<file path="config.mk">
export PLATFORM = sky130hd
export DESIGN_NAME = range_flow_frame_parser_core
export DESIGN_NICKNAME = d
export VERILOG_FILES = /design/src/rtl/rffp_pkg.sv /design/src/rtl/rffp_parser.sv /design/src/rtl/range_flow_frame_parser_core.sv
export SDC_FILE = /design/constraint.sdc
export NUM_CORES = 1
export LEC_CHECK = 0
export ABC_CLOCK_PERIOD_IN_PS = 6010
export BUFFER_PORTS_ARGS = -buffer_cell sky130_fd_sc_hd__buf_2
export CAP_MARGIN = 15
export CORE_ASPECT_RATIO = 1.2
export CORE_UTILIZATION = 50
export DETAILED_ROUTE_END_ITERATION = 12
export GPL_ROUTABILITY_DRIVEN = 0
export PLACE_DENSITY = 0.71
export SYNTH_ARGS = -nofsm -noshare
export SYNTH_HDL_FRONTEND = slang
export SYNTH_SLANG_ARGS = --single-unit
</file>
<file path="constraint.sdc">
create_clock -name clk -period 6.01 [get_ports clk]
set_input_delay 0.601 -clock clk [delete_from_list [all_inputs] [get_ports clk]]
set_output_delay 0.601 -clock clk [all_outputs]
set_load 0.01 [all_outputs]
</file>
<file path="src/rtl/rffp_pkg.sv">
// Shared types, codes and constants for the range/flow frame parser.
// The CRC-8 DVB-S2 byte step lives here as a function.
// No dependencies.
package rffp_pkg;

  // Configuration register indexes
  localparam int unsigned CFG_IDX_W = 3;
  localparam logic [CFG_IDX_W-1:0] CFG_HEADER_FIRST   = 3'd0;
  localparam logic [CFG_IDX_W-1:0] CFG_HEADER_SECOND  = 3'd1;
  localparam logic [CFG_IDX_W-1:0] CFG_DIRECTION_BYTE = 3'd2;
  localparam logic [CFG_IDX_W-1:0] CFG_FLAG_BYTE      = 3'd3;
  localparam logic [CFG_IDX_W-1:0] CFG_RANGE_ID       = 3'd4;
  localparam logic [CFG_IDX_W-1:0] CFG_FLOW_ID        = 3'd5;

  // Parser phases
  localparam logic [4:0] PH_HDR_FIRST   = 5'd0;
  localparam logic [4:0] PH_ID          = 5'd4;
  localparam logic [4:0] PH_FIRST_DATA  = 5'd5;
  localparam logic [4:0] PH_CHK_RANGE   = 5'd13;
  localparam logic [4:0] PH_CHK_FLOW    = 5'd17;

  // CRC-8 DVB-S2
  localparam logic [7:0] CRC_POLY         = 8'hD5;
  localparam logic [7:0] CRC_TOP          = 8'h80;
  localparam logic [7:0] CRC_PRESET_RANGE = 8'hD5;
  localparam logic [7:0] CRC_PRESET_FLOW  = 8'h7F;

  typedef enum logic [1:0] {
    KIND_NONE  = 2'd0,
    KIND_RANGE = 2'd1,
    KIND_FLOW  = 2'd2
  } kind_t;

  typedef struct packed {
    logic [7:0] header_first;
    logic [7:0] header_second;
    logic [7:0] direction_byte;
    logic [7:0] flag_byte;
    logic [7:0] range_id;
    logic [7:0] flow_id;
  } cfg_t;

  typedef struct packed {
    logic        frame_kind;
    logic        crc_ok;
    logic [7:0]  range_quality;
    logic [31:0] range_mm;
    logic [7:0]  surface_quality;
    logic [31:0] motion_x;
    logic [31:0] motion_y;
  } res_t;

  // One byte through the CRC, msb first
  function automatic logic [7:0] crc8_step(input logic [7:0] c, input logic [7:0] b);
    logic [7:0] v;
    v = c ^ b;
    for (int k = 0; k < 8; k++) begin
      if ((v & CRC_TOP) != 8'd0) begin
        v = {v[6:0], 1'b0} ^ CRC_POLY;
      end else begin
        v = {v[6:0], 1'b0};
      end
    end
    return v;
  endfunction

endpackage

</file>
<file path="src/rtl/rffp_parser.sv">
// Frame parser core: header/id match, payload capture, running CRC, held values.
// Processes one byte per enabled cycle. Depends on rffp_pkg.
module rffp_parser #(
  parameter int unsigned PAYLOAD_DEPTH = 12
) (
  input  logic              clk,
  input  logic              rst_n,
  input  logic              step_en,
  input  logic [7:0]        byte_i,
  input  rffp_pkg::cfg_t    cfg_i,
  output logic              emit_o,
  output rffp_pkg::res_t    res_o
);

  localparam int unsigned IDX_W  = $clog2(PAYLOAD_DEPTH);
  localparam logic [4:0]  DEPTH5 = 5'(PAYLOAD_DEPTH);

  logic [4:0]       phase_r, phase_nxt;
  rffp_pkg::kind_t  kind_r, kind_nxt;
  logic [7:0]       crc_r, crc_nxt;
  logic [7:0]       store_r [PAYLOAD_DEPTH];
  logic [31:0]      range_r, range_nxt;
  logic [7:0]       rqual_r, rqual_nxt;
  logic [7:0]       squal_r, squal_nxt;
  logic [31:0]      mx_r, mx_nxt;
  logic [31:0]      my_r, my_nxt;

  logic             st_we;
  logic [4:0]       st_off;
  logic [7:0]       want;
  logic [4:0]       chk_ph;
  logic             kind_ok;
  logic             ok;

  assign st_off = phase_r - rffp_pkg::PH_FIRST_DATA;

  always_comb begin
    unique case (phase_r[1:0])
      2'd0:    want = cfg_i.header_first;
      2'd1:    want = cfg_i.header_second;
      2'd2:    want = cfg_i.direction_byte;
      default: want = cfg_i.flag_byte;
    endcase
  end

  always_comb begin
    unique case (kind_r)
      rffp_pkg::KIND_RANGE: begin
        chk_ph  = rffp_pkg::PH_CHK_RANGE;
        kind_ok = 1'b1;
      end
      rffp_pkg::KIND_FLOW: begin
        chk_ph  = rffp_pkg::PH_CHK_FLOW;
        kind_ok = 1'b1;
      end
      default: begin
        chk_ph  = rffp_pkg::PH_CHK_RANGE;
        kind_ok = 1'b0;
      end
    endcase
  end

  assign ok = (crc_r == byte_i);

  always_comb begin
    phase_nxt = phase_r;
    kind_nxt  = kind_r;
    crc_nxt   = crc_r;
    range_nxt = range_r;
    rqual_nxt = rqual_r;
    squal_nxt = squal_r;
    mx_nxt    = mx_r;
    my_nxt    = my_r;
    st_we     = 1'b0;
    emit_o    = 1'b0;
    priority if (phase_r < rffp_pkg::PH_ID) begin
      if (byte_i == want) begin
        phase_nxt = phase_r + 5'd1;
      end else begin
        phase_nxt = rffp_pkg::PH_HDR_FIRST;
        kind_nxt  = rffp_pkg::KIND_NONE;
      end
    end else if (phase_r == rffp_pkg::PH_ID) begin
      priority if (byte_i == cfg_i.range_id) begin
        kind_nxt  = rffp_pkg::KIND_RANGE;
        crc_nxt   = rffp_pkg::CRC_PRESET_RANGE;
        phase_nxt = rffp_pkg::PH_FIRST_DATA;
      end else if (byte_i == cfg_i.flow_id) begin
        kind_nxt  = rffp_pkg::KIND_FLOW;
        crc_nxt   = rffp_pkg::CRC_PRESET_FLOW;
        phase_nxt = rffp_pkg::PH_FIRST_DATA;
      end else begin
        phase_nxt = rffp_pkg::PH_HDR_FIRST;
        kind_nxt  = rffp_pkg::KIND_NONE;
      end
    end else if (!kind_ok || phase_r > chk_ph) begin
      phase_nxt = rffp_pkg::PH_HDR_FIRST;
      kind_nxt  = rffp_pkg::KIND_NONE;
    end else if (phase_r < chk_ph) begin
      st_we     = (st_off < DEPTH5);
      crc_nxt   = rffp_pkg::crc8_step(crc_r, byte_i);
      phase_nxt = phase_r + 5'd1;
    end else begin
      emit_o = 1'b1;
      if (ok) begin
        if (kind_r == rffp_pkg::KIND_RANGE) begin
          rqual_nxt = store_r[3];
          range_nxt = {store_r[7], store_r[6], store_r[5], store_r[4]};
        end else begin
          squal_nxt = store_r[3];
          mx_nxt    = {store_r[7], store_r[6], store_r[5], store_r[4]};
          my_nxt    = {store_r[11], store_r[10], store_r[9], store_r[8]};
        end
      end
      phase_nxt = rffp_pkg::PH_HDR_FIRST;
      kind_nxt  = rffp_pkg::KIND_NONE;
    end
  end

  always_comb begin
    res_o.frame_kind      = (kind_r == rffp_pkg::KIND_FLOW);
    res_o.crc_ok          = ok;
    res_o.range_quality   = rqual_nxt;
    res_o.range_mm        = range_nxt;
    res_o.surface_quality = squal_nxt;
    res_o.motion_x        = mx_nxt;
    res_o.motion_y        = my_nxt;
  end

  always_ff @(posedge clk) begin
    if (!rst_n) begin
      phase_r <= rffp_pkg::PH_HDR_FIRST;
      kind_r  <= rffp_pkg::KIND_NONE;
      crc_r   <= 8'd0;
      range_r <= 32'd0;
      rqual_r <= 8'd0;
      squal_r <= 8'd0;
      mx_r    <= 32'd0;
      my_r    <= 32'd0;
    end else if (step_en) begin
      phase_r <= phase_nxt;
      kind_r  <= kind_nxt;
      crc_r   <= crc_nxt;
      range_r <= range_nxt;
      rqual_r <= rqual_nxt;
      squal_r <= squal_nxt;
      mx_r    <= mx_nxt;
      my_r    <= my_nxt;
    end
  end

  // payload capture, no reset
  always_ff @(posedge clk) begin
    if (step_en && st_we) begin
      store_r[st_off[IDX_W-1:0]] <= byte_i;
    end
  end

endmodule

</file>
<file path="src/rtl/range_flow_frame_parser_core.sv">
// Range / optical-flow frame parser, top level.
// A taken byte is held in the input register until parsed; each result is registered for out_*.
// Throughput: one byte per cycle; bytes that end no frame keep flowing while a result is stalled.
// Only a checksum byte waits in the input register while the output register is still held.
// Reset (rst_n low, synchronous): parser idle, held values zero, registers back to defaults.
// Depends on rffp_pkg and rffp_parser.
module range_flow_frame_parser_core #(
  parameter int unsigned PAYLOAD_DEPTH = 12
) (
  input  logic                          clk,
  input  logic                          rst_n,
  // byte input channel
  input  logic                          in_valid,
  output logic                          in_stall,
  input  logic [7:0]                    in_rx_byte,
  // result channel
  output logic                          out_valid,
  input  logic                          out_stall,
  output logic                          out_frame_kind,
  output logic                          out_crc_ok,
  output logic [7:0]                    out_range_quality,
  output logic signed [31:0]            out_range_mm,
  output logic [7:0]                    out_surface_quality,
  output logic signed [31:0]            out_motion_x,
  output logic signed [31:0]            out_motion_y,
  // configuration write port
  input  logic                          cfg_we,
  input  logic [rffp_pkg::CFG_IDX_W-1:0] cfg_idx,
  input  logic [7:0]                    cfg_wdata
);

  // config registers
  rffp_pkg::cfg_t cfg_r;

  // input register: doubles as the skid stage when a result is stuck
  logic       in_vld_r, in_vld_nxt;
  logic [7:0] in_byte_r;
  logic       in_take;

  // output register
  logic           out_vld_r, out_vld_nxt;
  rffp_pkg::res_t out_res_r;

  // parser handshake
  logic           adv;
  logic           emit;
  rffp_pkg::res_t res;

  always_ff @(posedge clk) begin
    if (!rst_n) begin
      cfg_r.header_first   <= 8'd36;
      cfg_r.header_second  <= 8'd88;
      cfg_r.direction_byte <= 8'd60;
      cfg_r.flag_byte      <= 8'd0;
      cfg_r.range_id       <= 8'd1;
      cfg_r.flow_id        <= 8'd2;
    end else if (cfg_we) begin
      unique case (cfg_idx)
        rffp_pkg::CFG_HEADER_FIRST:   cfg_r.header_first   <= cfg_wdata;
        rffp_pkg::CFG_HEADER_SECOND:  cfg_r.header_second  <= cfg_wdata;
        rffp_pkg::CFG_DIRECTION_BYTE: cfg_r.direction_byte <= cfg_wdata;
        rffp_pkg::CFG_FLAG_BYTE:      cfg_r.flag_byte      <= cfg_wdata;
        rffp_pkg::CFG_RANGE_ID:       cfg_r.range_id       <= cfg_wdata;
        rffp_pkg::CFG_FLOW_ID:        cfg_r.flow_id        <= cfg_wdata;
        default: ;  // unused index, dropped
      endcase
    end
  end

  rffp_parser #(
    .PAYLOAD_DEPTH (PAYLOAD_DEPTH)
  ) u_parser (
    .clk     (clk),
    .rst_n   (rst_n),
    .step_en (adv),
    .byte_i  (in_byte_r),
    .cfg_i   (cfg_r),
    .emit_o  (emit),
    .res_o   (res)
  );

  // The held byte moves into the parser unless it would produce a result
  // while the output register still holds one that is stalled.
  assign adv      = in_vld_r && (!emit || !out_vld_r || !out_stall);
  assign in_stall = in_vld_r && !adv;
  assign in_take  = in_valid && !in_stall;

  always_comb begin
    if (in_take) begin
      in_vld_nxt = 1'b1;
    end else if (adv) begin
      in_vld_nxt = 1'b0;
    end else begin
      in_vld_nxt = in_vld_r;
    end
  end

  always_comb begin
    if (adv && emit) begin
      out_vld_nxt = 1'b1;
    end else begin
      out_vld_nxt = out_vld_r && out_stall;
    end
  end

  always_ff @(posedge clk) begin
    if (!rst_n) begin
      in_vld_r  <= 1'b0;
      out_vld_r <= 1'b0;
    end else begin
      in_vld_r  <= in_vld_nxt;
      out_vld_r <= out_vld_nxt;
    end
  end

  // payload registers, no reset
  always_ff @(posedge clk) begin
    if (in_take) begin
      in_byte_r <= in_rx_byte;
    end
    if (adv && emit) begin
      out_res_r <= res;
    end
  end

  assign out_valid           = out_vld_r;
  assign out_frame_kind      = out_res_r.frame_kind;
  assign out_crc_ok          = out_res_r.crc_ok;
  assign out_range_quality   = out_res_r.range_quality;
  assign out_range_mm        = $signed(out_res_r.range_mm);
  assign out_surface_quality = out_res_r.surface_quality;
  assign out_motion_x        = $signed(out_res_r.motion_x);
  assign out_motion_y        = $signed(out_res_r.motion_y);

  // A new result never lands on top of a stalled one.
  a_no_overwrite: assert property (@(posedge clk) disable iff (!rst_n)
    (out_vld_r && out_stall) |-> !(adv && emit))
    else $error("result register overwritten while stalled");

  // The input side only stalls when a byte is actually held.
  a_stall_has_byte: assert property (@(posedge clk) disable iff (!rst_n)
    in_stall |-> (in_vld_r && emit && out_vld_r))
    else $error("input stalled without a pending checksum byte");

  // A parsed checksum byte shows up as a result on the next cycle.
  a_emit_shows: assert property (@(posedge clk) disable iff (!rst_n)
    (adv && emit) |=> out_vld_r)
    else $error("emitted result not presented");

endmodule

</file>
==> impl_metrics.env <==
export IMPL_status="finished, final reports clean"
export IMPL_yosysUniqueCellTypes=50
export IMPL_slowest_stage="inv_4"
export IMPL_worstMarginPinSlew_ns=1.105
export IMPL_area_growth_pct=14.53
export IMPL_whs_endpoint="in_byte_r[7]$_DFFE_PP_"
export IMPL_core_area_um2=28760
export IMPL_synth_nets=1303
export IMPL_cp_num_buf_inv=4
export IMPL_syn_inst=1268
export IMPL_netlist_area_um2=14600
export IMPL_first_pass_iters=5
export IMPL_cts_clk_slew_worst_paths_ns=0.06
export IMPL_drt_wl_total_um=31580
export IMPL_nets=1423
export IMPL_grt_antenna_before_repair=0
export IMPL_reg2reg_to="out_range_quality[1]$_DFFE_PP_"
export IMPL_clock_fmax_mhz=274.1
export IMPL_p_per_area_nw_per_um2=298.5
export IMPL_num_rows=68
export IMPL_drive_gt1_frac=0.2375
export IMPL_synth_avg_cell_area_um2=11.52
export IMPL_grtUsageMet1=0.2787
export IMPL_p_leak_nw=6.466
export IMPL_grt_pass1_wl_um=48890
export IMPL_path_cells="inv_1 -> ha_1 -> inv_1 -> ha_1 -> o21ai_0 -> o21ai_1 -> and3_1 -> a31oi_4 -> nand2_1 -> inv_4 -> buf_4"
export IMPL_grt_util_met3=0.03388
export IMPL_synthArstFlopShare=0
export IMPL_critPathCaptureType="flip-flop"
export IMPL_r2r_start="u_parser.kind_r[0]$_SDFFE_PN0P_"
export IMPL_start_util=0.5078
export IMPL_finalSetupTns_ns=0
export IMPL_drt_initial_drc_count=610
export IMPL_grt_usage=0.2131
export IMPL_period_share=0.6071
export IMPL_io_pins=140
export IMPL_ff2ff_setup_slack_ns=2.36
export IMPL_grt_overflow_total=0
export IMPL_cts_sinks=371
export IMPL_setup_viol=0
export IMPL_start_kind="flip-flop"
export IMPL_cts_buffer_depth=3
export IMPL_drc=0
export IMPL_cp_top_family="buffers and inverters"
export IMPL_crit_fanout=78
export IMPL_skew_ns=0.02132
export IMPL_hold_depth=1
export IMPL_seq_area_frac_synth=0.6415
export IMPL_worst_r2r_path_depth=11
export IMPL_cts_tree="done"
export IMPL_drtAntennaViolNets=0
export IMPL_ir_drop_mv=0.2167
export IMPL_cts_hold_buf=0
export IMPL_viasPerCell=5.354
export IMPL_antenna_cells=0
export IMPL_cp_required_ns=6.18
export IMPL_cts_root_buf="clkbuf_16"
export IMPL_wire_per_inst_um=17.54
export IMPL_vias=9638
export IMPL_grt_max_degree=100
export IMPL_die_w_um=158.0
export IMPL_cts_buffers=36
export IMPL_ctsHtreeMaxLevel=2
export IMPL_yosys_warnings=0
export IMPL_clock_latency_ns=0.52
export IMPL_timing_hold_ws_ns=0.2840
export IMPL_cp_arrival_ns=3.82
export IMPL_worstSetupPathType="reg -> reg"
export IMPL_timing_slew_headroom=0.2617
export IMPL_fillCellCount=2410
export IMPL_cts_setup_buffers=0
export IMPL_hp_class="in -> reg"
export IMPL_ys_ff_latch=371
export IMPL_min_period_ns=3.649
export IMPL_worstHoldStart="in_rx_byte[7]"
export IMPL_grt_setup_unrepaired="no"
export IMPL_cap_violations=0
export IMPL_top_usage_layer="met2"
export IMPL_use_met2=0.3592
export IMPL_grt_pass1_vias=9095
export IMPL_synth_edff_count=194
export IMPL_drv_slew=0
export IMPL_yosys_most_used_dff="edfxtp_1"
export IMPL_port_buffers=139
export IMPL_dp_hpwl_um=19570
export IMPL_dieArea_um2=29900
export IMPL_cts_repair_resized=0
export IMPL_hold_viol=0
export IMPL_max_stage_delay_ns=0.70
export IMPL_fp_dieH_um=189.2
[synthesized netlist by cell type (5+ instances only)]
master    instances  share of area
nand2b_1          6         0.0026
mux2i_1          11         0.0075
nor2_1           16         0.0041
nand2_1         341          0.088
nor3_1            7         0.0024
and3_1            5         0.0021
and2_1            9         0.0039
xor2_1           20          0.012
edfxtp_1        194           0.40
inv_1            17         0.0044
dfxtp_1         177           0.24
nor2b_1           5         0.0021
xnor2_1          25          0.015
buf_2            29         0.0099
a21oi_1         161          0.055
mux2_2          112          0.086
nor4_1            5         0.0021
ha_1             11         0.0094
nand3_1          23         0.0079
o21ai_0           9         0.0031
clkbuf_1         38         0.0098
a222oi_1          8         0.0055
[metal layers]
metal,up-vias,part of all wire
met1,4640,0.42
li1,4646,-
met4,0,0.024
met2,301,0.50
met5,-,0
met3,51,0.055
[cell families (layout without fill, tap and decap cells)]
logic type / count (synthesis) / in the layout / synth area share
AOI/OAI and AO/OA: 195 / 195 / 0.07411
xor gates and xnor gates: 49 / 49 / 0.03187
adders and majority gates: 11 / 11 / 0.009424
buffers and inverters: 87 / 234 / 0.02536
DFF: 371 / 371 / 0.6415
muxes: 124 / 124 / 0.09467
and+or+nand+nor: 431 / 431 / 0.1230
[state kept, by name, summed over array words and instances, names as in the netlist, 32 cells and up]
| register | count |
|---|---|
| out_range_mm | 32 |
| out_motion_y | 32 |
| u_parser.range_r | 32 |
| u_parser.mx_r | 32 |
| u_parser.store_r | 72 |
| u_parser.my_r | 32 |
| out_motion_x | 32 |
| cfg_r | 48 |
[cells in the final DEF, fill, tap and decap left out, drive strengths merged, types with 2 or more instances in the layout]
cell and n:
a31oi 5, nor3 7, clkbuf 55, dfxtp 177, a21oi 161, o211ai 3
o21ai 11, a221oi 2, a222oi 8, edfxtp 194, nand2 341, nor4 6
xnor2 27, clkinv 7, nand3b 4, and2 9, o22ai 2, mux2i 11
and3 5, ha 11, inv 20, buf 151, nor2b 5, nor2 17
nand3 23, nand2b 6, mux2 113, xor2 21, nand4 2
[power breakdown]
part           switching, W  internal [W]  total (W)  leakage (nW)
combinational      0.000106     0.0000598   0.000166          2.43
sequential        0.0000207       0.00267    0.00269          3.48
clock              0.000910       0.00123    0.00214         0.559
[per-stage QoR]
stage               instances    util  setup WS (ns)  total power [W]  cell area (um^2)
floorplan                1268       -          1.623         0.002845             14600
global placement         1735  0.5422          2.473         0.002902             15590
detailed placement       1735  0.5422          2.332         0.002905             15590
CTS                      1800  0.5816          2.324         0.005032             16730
global route             1800  0.5816          2.009         0.005140             16730
finish                   1800  0.5816          2.361         0.004993             16730
[how the worst max path moves through the flow]
| stage | start | slack (ns) | cells past startpoint | end |
|---|---|---|---|---|
| 2_1_floorplan | u_parser.kind_r[0]$_SDFFE_PN0P_ | 1.62 | 10 | out_crc_ok$_DFFE_PP_ |
| 3_3_place_gp | u_parser.kind_r[0]$_SDFFE_PN0P_ | 2.47 | 11 | out_motion_x[9]$_DFFE_PP_ |
| 3_5_place_dp | u_parser.kind_r[1]$_SDFFE_PN0P_ | 2.33 | 10 | out_range_mm[9]$_DFFE_PP_ |
| 4_1_cts | u_parser.kind_r[0]$_SDFFE_PN0P_ | 2.32 | 11 | out_range_mm[9]$_DFFE_PP_ |
| 5_1_grt | u_parser.kind_r[0]$_SDFFE_PN0P_ | 2.01 | 12 | u_parser.my_r[6]$_SDFFE_PN0P_ |
| 6_report | u_parser.kind_r[0]$_SDFFE_PN0P_ | 2.36 | 11 | out_range_quality[1]$_DFFE_PP_ |
[area by class of cell]
type                       count  area [um^2]  area share
timing repair buffer         151        785.8     0.04698
clock inverter                10        70.07    0.004189
sequential                   371         9369      0.5601
clock buffer                  55         1065     0.06366
tap                          385        481.7     0.02880
inverter                      18        72.57    0.004339
multi-input combinational    810         4882      0.2919
Power figures use the tool's default switching activity.
